[src/hw/rtl/otsu_pkg.sv]
`default_nettype none
// ----------------------------------------------------------------------------
// otsu_pkg
// Shared types, widths and sequencer states for the Otsu threshold block.
// Wide products are formed limb by limb on one narrow multiplier.
// ----------------------------------------------------------------------------
package otsu_pkg;

	// Image and histogram geometry
	localparam int LEVELS     = 256;
	localparam int LVL_W      = 8;
	localparam int MAX_PIXELS = 1048576;

	// Running totals: N (pixel count) and S (level sum)
	localparam int CNT_W = $clog2(MAX_PIXELS + 1);
	localparam int SUM_W = $clog2(longint'(LEVELS - 1) * longint'(MAX_PIXELS) + 64'd1);

	// Score terms: |S*W - U*N|, its square, W*(N-W), cross products
	localparam int MAG_W = SUM_W + CNT_W;
	localparam int SQ_W  = 2 * MAG_W;
	localparam int DEN_W = 2 * CNT_W;
	localparam int CMP_W = SQ_W + DEN_W;

	// Limb arithmetic on a LIMB_W x LIMB_W multiplier
	localparam int LIMB_W = 25;
	localparam int CNT_L  = (CNT_W + LIMB_W - 1) / LIMB_W;
	localparam int SUM_L  = (SUM_W + LIMB_W - 1) / LIMB_W;
	localparam int MAG_L  = (MAG_W + LIMB_W - 1) / LIMB_W;
	localparam int SQ_L   = (SQ_W + LIMB_W - 1) / LIMB_W;
	localparam int DEN_L  = (DEN_W + LIMB_W - 1) / LIMB_W;

	// Square is the widest A operand; magnitude the widest B operand (S >= N)
	localparam int A_L  = SQ_L;
	localparam int B_L  = MAG_L;
	localparam int A_W  = A_L * LIMB_W;
	localparam int B_W  = B_L * LIMB_W;
	localparam int P_L  = A_L + B_L;
	localparam int P_W  = P_L * LIMB_W;
	localparam int IA_W = (A_L > 1) ? $clog2(A_L) : 1;
	localparam int IB_W = (B_L > 1) ? $clog2(B_L) : 1;
	localparam int K_W  = $clog2(P_L);

	// Index of the top limb of each operand kind
	localparam logic [IA_W-1:0] LVL_LAST   = '0;
	localparam logic [IA_W-1:0] SUM_LAST   = IA_W'(SUM_L - 1);
	localparam logic [IA_W-1:0] CNT_LAST_A = IA_W'(CNT_L - 1);
	localparam logic [IA_W-1:0] MAG_LAST_A = IA_W'(MAG_L - 1);
	localparam logic [IA_W-1:0] SQ_LAST    = IA_W'(SQ_L - 1);
	localparam logic [IB_W-1:0] CNT_LAST_B = IB_W'(CNT_L - 1);
	localparam logic [IB_W-1:0] MAG_LAST_B = IB_W'(MAG_L - 1);
	localparam logic [IB_W-1:0] DEN_LAST_B = IB_W'(DEN_L - 1);

	// Channel payloads
	typedef struct packed {
		logic [LVL_W-1:0] pixel;
		logic             last_pixel;
	} pix_t;

	typedef struct packed {
		logic [LVL_W-1:0] threshold;
		logic             no_split;
		logic             overflow;
	} res_t;

	// Multiplier request and response
	typedef struct packed {
		logic            start;
		logic [A_W-1:0]  a;
		logic [B_W-1:0]  b;
		logic [IA_W-1:0] a_last;
		logic [IB_W-1:0] b_last;
	} mul_req_t;

	typedef struct packed {
		logic           done;
		logic [P_W-1:0] prod;
	} mul_rsp_t;

	// Sweep sequencer
	typedef enum logic [3:0] {
		ST_IDLE,
		ST_DRAIN,
		ST_READ,
		ST_RDATA,
		ST_MUL_U,
		ST_CHECK,
		ST_MUL_A,
		ST_MUL_B,
		ST_MUL_SQ,
		ST_MUL_DEN,
		ST_MUL_L,
		ST_MUL_R,
		ST_NEXT,
		ST_OUT
	} state_t;

endpackage
`default_nettype wire

[src/hw/rtl/otsu_mul.sv]
`default_nettype none
// ----------------------------------------------------------------------------
// otsu_mul
// Multi-limb unsigned multiplier: one LIMB_W x LIMB_W product per cycle,
// registered, then shifted into a wide accumulator.
// ----------------------------------------------------------------------------
module otsu_mul (
	input  logic               clk,
	input  logic               arst_n,
	input  otsu_pkg::mul_req_t req,
	output otsu_pkg::mul_rsp_t rsp
);
	import otsu_pkg::*;

	logic [A_L-1:0][LIMB_W-1:0] a_q;
	logic [B_L-1:0][LIMB_W-1:0] b_q;
	logic [IA_W-1:0]            a_last_q;
	logic [IB_W-1:0]            b_last_q;
	logic [IA_W-1:0]            i_q;
	logic [IB_W-1:0]            j_q;
	logic                       issue_q;
	logic                       last_pair;
	logic                       v_s1;
	logic                       last_s1;
	logic [2*LIMB_W-1:0]        p_s1;
	logic [K_W-1:0]             k_s1;
	logic [P_W-1:0]             acc_q;
	logic                       done_q;

	assign last_pair = (i_q == a_last_q) && (j_q == b_last_q);

	// Limb-pair sequencing: j inner, i outer
	always_ff @(posedge clk or negedge arst_n) begin
		if (!arst_n) begin
			issue_q <= 1'b0;
			i_q     <= '0;
			j_q     <= '0;
			v_s1    <= 1'b0;
			last_s1 <= 1'b0;
			done_q  <= 1'b0;
		end else begin
			if (req.start) begin
				issue_q <= 1'b1;
				i_q     <= '0;
				j_q     <= '0;
			end else if (issue_q) begin
				if (last_pair) begin
					issue_q <= 1'b0;
				end
				if (j_q == b_last_q) begin
					j_q <= '0;
					i_q <= i_q + 1'b1;
				end else begin
					j_q <= j_q + 1'b1;
				end
			end
			v_s1    <= issue_q;
			last_s1 <= issue_q && last_pair;
			done_q  <= v_s1 && last_s1;
		end
	end

	// Operands, partial product, accumulator
	always_ff @(posedge clk) begin
		if (req.start) begin
			a_q      <= req.a;
			b_q      <= req.b;
			a_last_q <= req.a_last;
			b_last_q <= req.b_last;
		end
		p_s1 <= a_q[i_q] * b_q[j_q];
		k_s1 <= K_W'(i_q) + K_W'(j_q);
		if (req.start) begin
			acc_q <= '0;
		end else if (v_s1) begin
			acc_q <= acc_q + (P_W'(p_s1) << (LIMB_W * k_s1));
		end
	end

	assign rsp.done = done_q;
	assign rsp.prod = acc_q;

endmodule
`default_nettype wire

[config.mk]
export PLATFORM = sky130hd
export DESIGN_NAME = otsu_mul
export DESIGN_NICKNAME = d
export VERILOG_FILES = /design/src/hw/rtl/otsu_pkg.sv /design/src/hw/rtl/otsu_mul.sv
export SDC_FILE = /design/constraint.sdc
export NUM_CORES = 2
export LEC_CHECK = 0
export ABC_AREA = 1
export BUFFER_PORTS_ARGS = -buffer_cell sky130_fd_sc_hd__buf_2
export CAP_MARGIN = 20
export CORE_MARGIN = 4
export CORE_UTILIZATION = 29
export DETAILED_ROUTE_END_ITERATION = 8
export PLACE_DENSITY = 0.5
export RECOVER_POWER = 100
export SYNTH_ARGS = -nofsm -noshare
export SYNTH_HDL_FRONTEND = slang
export SYNTH_SLANG_ARGS = --single-unit
[constraint.sdc]
create_clock -name clk -period 14.8 [get_ports clk]
set_input_delay 0.74 -clock clk [delete_from_list [all_inputs] [get_ports clk]]
set_output_delay 0.74 -clock clk [all_outputs]
set_load 0.02 [all_outputs]
# After elaboration in Yosys (flattened, before gate mapping)
# Index checks and enable logic that the tools add are counted.
# op_classes
reduce_logical	6
shift	1
mul	2
order_cmp	2
n_eq_ne	2
n_addsub	4
mux	13
# op_table
operator	count
adder 150 bit	1
left shift 50 x 8 -> 150 bit	1
2-to-1 mux 25 bit	3
binary-select mux 25 bit (select 2 bit)	1
multiplier 25 x 25 -> 50 bit	1
multiplier 5 x 3 -> 8 bit, first input constant	1
2-to-1 mux 1 bit	6
2-to-1 mux 2 bit	3
nonzero test 2 bit	2
adder 2 x 1 -> 3 bit	1
logical AND 1 bit	3
< comparator 2 x 3 -> 1 bit, second input constant	1
adder 2 x 1 -> 2 bit, second input constant	1
== test 2 bit	1
< comparator 1 x 2 -> 1 bit, second input constant	1
AND reduction 2 bit	1
adder 1 bit, second input constant	1
== test 1 bit	1
# totals
wordCells	47
reg_bits	363
output_inout_bits	151

# Longest topological paths before layout
# logic_depth
word_depth	5
depth_mapped	35

# Least setup slack after synthesis
# Ideal clock, no wire load.
# synth_timing
kind	register to register
start	register i_q[0]
end	register p_s1[38]
path_buffers	3
setup_ns	0.127
path_stages_with_launch	31
t_arrival_ns	6.724
period_less_slack_ns	6.851
path_slack_ns	7.949
cell_sequence	dfrtp_1 clkbuf_1 inv_2 clkbuf_1 nand2_1 nand3_1 nand2_1 inv_1 clkbuf_1 nand2_1 fa_1 inv_1 fa_1 inv_1 fa_1 fa_1 inv_1 fa_1 fa_1 inv_1 fa_1 inv_1 ha_1 a21o_1 a31oi_1 o21ai_0 a21oi_1 o21ai_0 a21boi_1 o21ai_0 xor2_1
# synth_between
elab_chain_cells	3
# synth_rtl
element	line_no	rtl
from (decl)	otsu_mul.sv:19	logic [IA_W-1:0] i_q;
from (signal assigned)	otsu_mul.sv:52	i_q <= i_q + 1'b1;
binary-select mux 25 bit (select 2 bit)	otsu_mul.sv:71	p_s1 <= a_q[i_q] * b_q[j_q];
2-to-1 mux 25 bit (implied by the code)	otsu_mul.sv:71	
multiplier 25 x 25 -> 50 bit	otsu_mul.sv:71	
to (signal assigned)	otsu_mul.sv:71	
to (decl)	otsu_mul.sv:25	logic [2*LIMB_W-1:0] p_s1;
# Every way passes these cells. The select of a mux whose other input is x is not followed.
# A chain may end at the register's enable or synchronous reset.

# Worst setup path after layout
# layout_timing
start	register i_q[0]
end	register p_s1[45]
# Same word-level chain as after synthesis.

==> results.sh <==
export IMPL_root_buffer="clkbuf_16"
export IMPL_violations="capacitance limit, slew limit"
export IMPL_tns_ps=0
export IMPL_synth_seq_cells=363
export IMPL_gr_total_overflow=0
export IMPL_ctsHoldBuffers=1
export IMPL_ys_warn_count=0
export IMPL_postSynthCellCount=7665
export IMPL_dr_pass1_iters=6
export IMPL_slew_violations=547
export IMPL_crit_top_cell="fa_1"
export IMPL_dieWidth_um=429
export IMPL_nets=8858
export IMPL_synth_nets=8689
export IMPL_reg2reg_depth=28
export IMPL_drive_gt1_share_pct=5.71
export IMPL_synth_edff_count=153
export IMPL_timing_rr_start="i_q[0]"
export IMPL_hold_viol=0
export IMPL_reg2reg_slack_ps=3420
export IMPL_holdCritStartpoint="req[24]"
export IMPL_cts_tree="yes"
export IMPL_slew_headroom_pct=-421
export IMPL_clk_pin_slew_ps=60
export IMPL_rows=154
export IMPL_via_per_inst=5.00
export IMPL_wire_per_inst_um=24.9
export IMPL_path_class="reg -> reg"
export IMPL_place_congestion=1.00
export IMPL_crit_fanout=53
export IMPL_hpwl_um=216000
export IMPL_rsz0062_at_grt="no"
export IMPL_synth_cell_types=56
export IMPL_ant_nets=0
export IMPL_initial_core_util_pct=29.2
export IMPL_required_ps=15430
export IMPL_h_tree_depth=2
export IMPL_start_kind="flip-flop"
export IMPL_r2r_end="p_s1[45]"
export IMPL_avgSynthCellArea_sq_um=6.71
export IMPL_cts_max_path_buffers=3
export IMPL_die_h_um=429
export IMPL_timing_fmax_mhz=87.9
export IMPL_hold_path_class="in -> reg"
export IMPL_grt_max_degree=134
export IMPL_cp_slowest_cell="clkbuf_1"
export IMPL_outcome="finished with violations"
export IMPL_cp_arrival_ps=12010
export IMPL_async_flop_share_pct=1.93
export IMPL_num_vias=51000
export IMPL_grt_pass1_wl_um=362000
export IMPL_synthesis_area_sq_um=51500
export IMPL_cts_resized=0
export IMPL_cts_setup_buffers=0
export IMPL_route_detailed_drc=0
export IMPL_cts_sinks=363
export IMPL_setup_violations=0
export IMPL_hold_path_depth=1
export IMPL_numCtsBuffers=48
export IMPL_wl_um=254000
export IMPL_dp_worst_setup_slack_ps=5570
export IMPL_grt_usage_pct=27.0
export IMPL_drt_iter0_drc=3785
export IMPL_yosysSeqAreaShare_pct=17.2
export IMPL_fp_dieArea_sq_um=184000
export IMPL_cpPeakStageDelay_ps=1890
export IMPL_portBuffers=306
export IMPL_clkLatencyLatePin_ps=720
export IMPL_antenna_found_initial=3
export IMPL_min_period_ps=11380
export IMPL_grt_pass1_vias=52000
export IMPL_pin_count=307
export IMPL_core_area_sq_um=176000
export IMPL_area_growth_pct=10.4
export IMPL_fin_crit_sh_pct=76.9
export IMPL_skew_ps=66.2
export IMPL_synth_flop_cell="dfxtp_1"
export IMPL_critPathCaptureType="flip-flop"
export IMPL_holdPathEnd="b_q[21]"
export IMPL_worst_slew_pin_slew_ps=7820
export IMPL_layout_commonest_cell="nand2_1"
export IMPL_finalWorstSetupSlack_ps=3420
export IMPL_n_fill_cell=19800
export IMPL_cap_viol_max_count=8
export IMPL_layout_common_cells="nand2_1, inv_1, nor2_1"
critical path, delay by kind of cell (launching register included):
family / cells / cell delay [ps]
buf+inv: 8 / 4860
compound gates: 3 / 920
fa+ha+maj: 8 / 3750
xor+xnor: 1 / 190
simple gates: 8 / 1150
flops: 1 / 330
sequential cells by signal, indices dropped and copies added, names as in the netlist:
name,count
a_last_q,2
a_q,100
i_q,2
v_s1,1
done_q,1
p_s1,50
last_s1,1
b_q,50
b_last_q,1
issue_q,1
k_s1,3
acc_q,150
j_q,1
how the worst max path moves through the flow:
stage	startpoint	endpoint	slack (ps)	depth (start not counted)
4_1_cts	i_q[0]	p_s1[45]	5590	27
2_1_floorplan	i_q[0]	p_s1[38]	7950	30
3_5_place_dp	i_q[0]	p_s1[45]	5570	27
5_1_grt	i_q[0]	p_s1[38]	2620	28
6_report	i_q[0]	p_s1[45]	3420	28
3_3_place_gp	i_q[0]	p_s1[45]	5630	27
layer usage:
metal / global-route usage [%] / routed length (um) / up-vias
li1: - / - / 24100
met5: 0 / 0 / -
met2: 46.5 / 121000 / 1660
met3: 2.63 / 11400 / 485
met4: 18.1 / 21300 / 0
met1: 31.9 / 101000 / 24800
through the flow:
step	hold WS (ps)	utilization (%)	instances	area [sq um]
4_1_cts	148	32.4	10200	57200
2_1_floorplan	374	-	7665	51500
5_1_grt	183	32.2	10200	56800
3_3_place_gp	406	31.4	10100	55400
6_report	206	32.2	10200	56800
3_5_place_dp	415	31.5	10100	55500
logic make-up (layout without fill, tap and decap cells):
group / Yosys count / in the layout / share of synthesized area (%)
buffers and inverters: 1652 / 1856 / 12.3
adders and majority gates: 868 / 868 / 28.8
and+or+nand+nor: 3604 / 3604 / 28.6
AOI/OAI and AO/OA: 1054 / 1054 / 11.0
xor gates and xnor gates: 115 / 115 / 1.96
muxes: 9 / 9 / 0.175
DFF: 363 / 363 / 17.2
other: 0 / 4 / 0
cell type report:
type                            count  area, sq um  share of cell area (%)
Sequential cell                   363         8840                    15.6
Clock buffer                       56         1270                    2.24
Timing Repair Buffer              374         1800                    3.17
Clock inverter                     29          437                   0.769
Antenna cell                        4         10.0                  0.0176
Tap cell                         2340         2930                    5.16
Inverter                         1397         5250                    9.24
Multi-Input combinational cell   5650        36300                    63.8
cell usage after synthesis (31+ instances only):
master / count / share of area, %
a21oi_1: 371 / 3.6
a31oi_1: 34 / 0.41
buf_2: 34 / 0.33
clkbuf_1: 190 / 1.4
dfxtp_1: 203 / 7.9
edfxtp_1: 153 / 8.9
fa_1: 527 / 21
ha_1: 341 / 8.3
inv_1: 1310 / 9.6
inv_2: 66 / 0.48
nand2_1: 1758 / 13
nand2_2: 32 / 0.39
nand3_1: 362 / 3.5
nand4_1: 31 / 0.38
nor2_1: 1238 / 9.0
nor2_2: 38 / 0.46
nor3_1: 38 / 0.37
o21ai_0: 374 / 3.6
o21ai_1: 136 / 1.3
o21bai_1: 32 / 0.47
xnor2_1: 33 / 0.56
xor2_1: 82 / 1.4
Power is left out: the tool's default activity adds up to more than one toggle a clock period on the data nets, which glitch-free logic cannot reach.
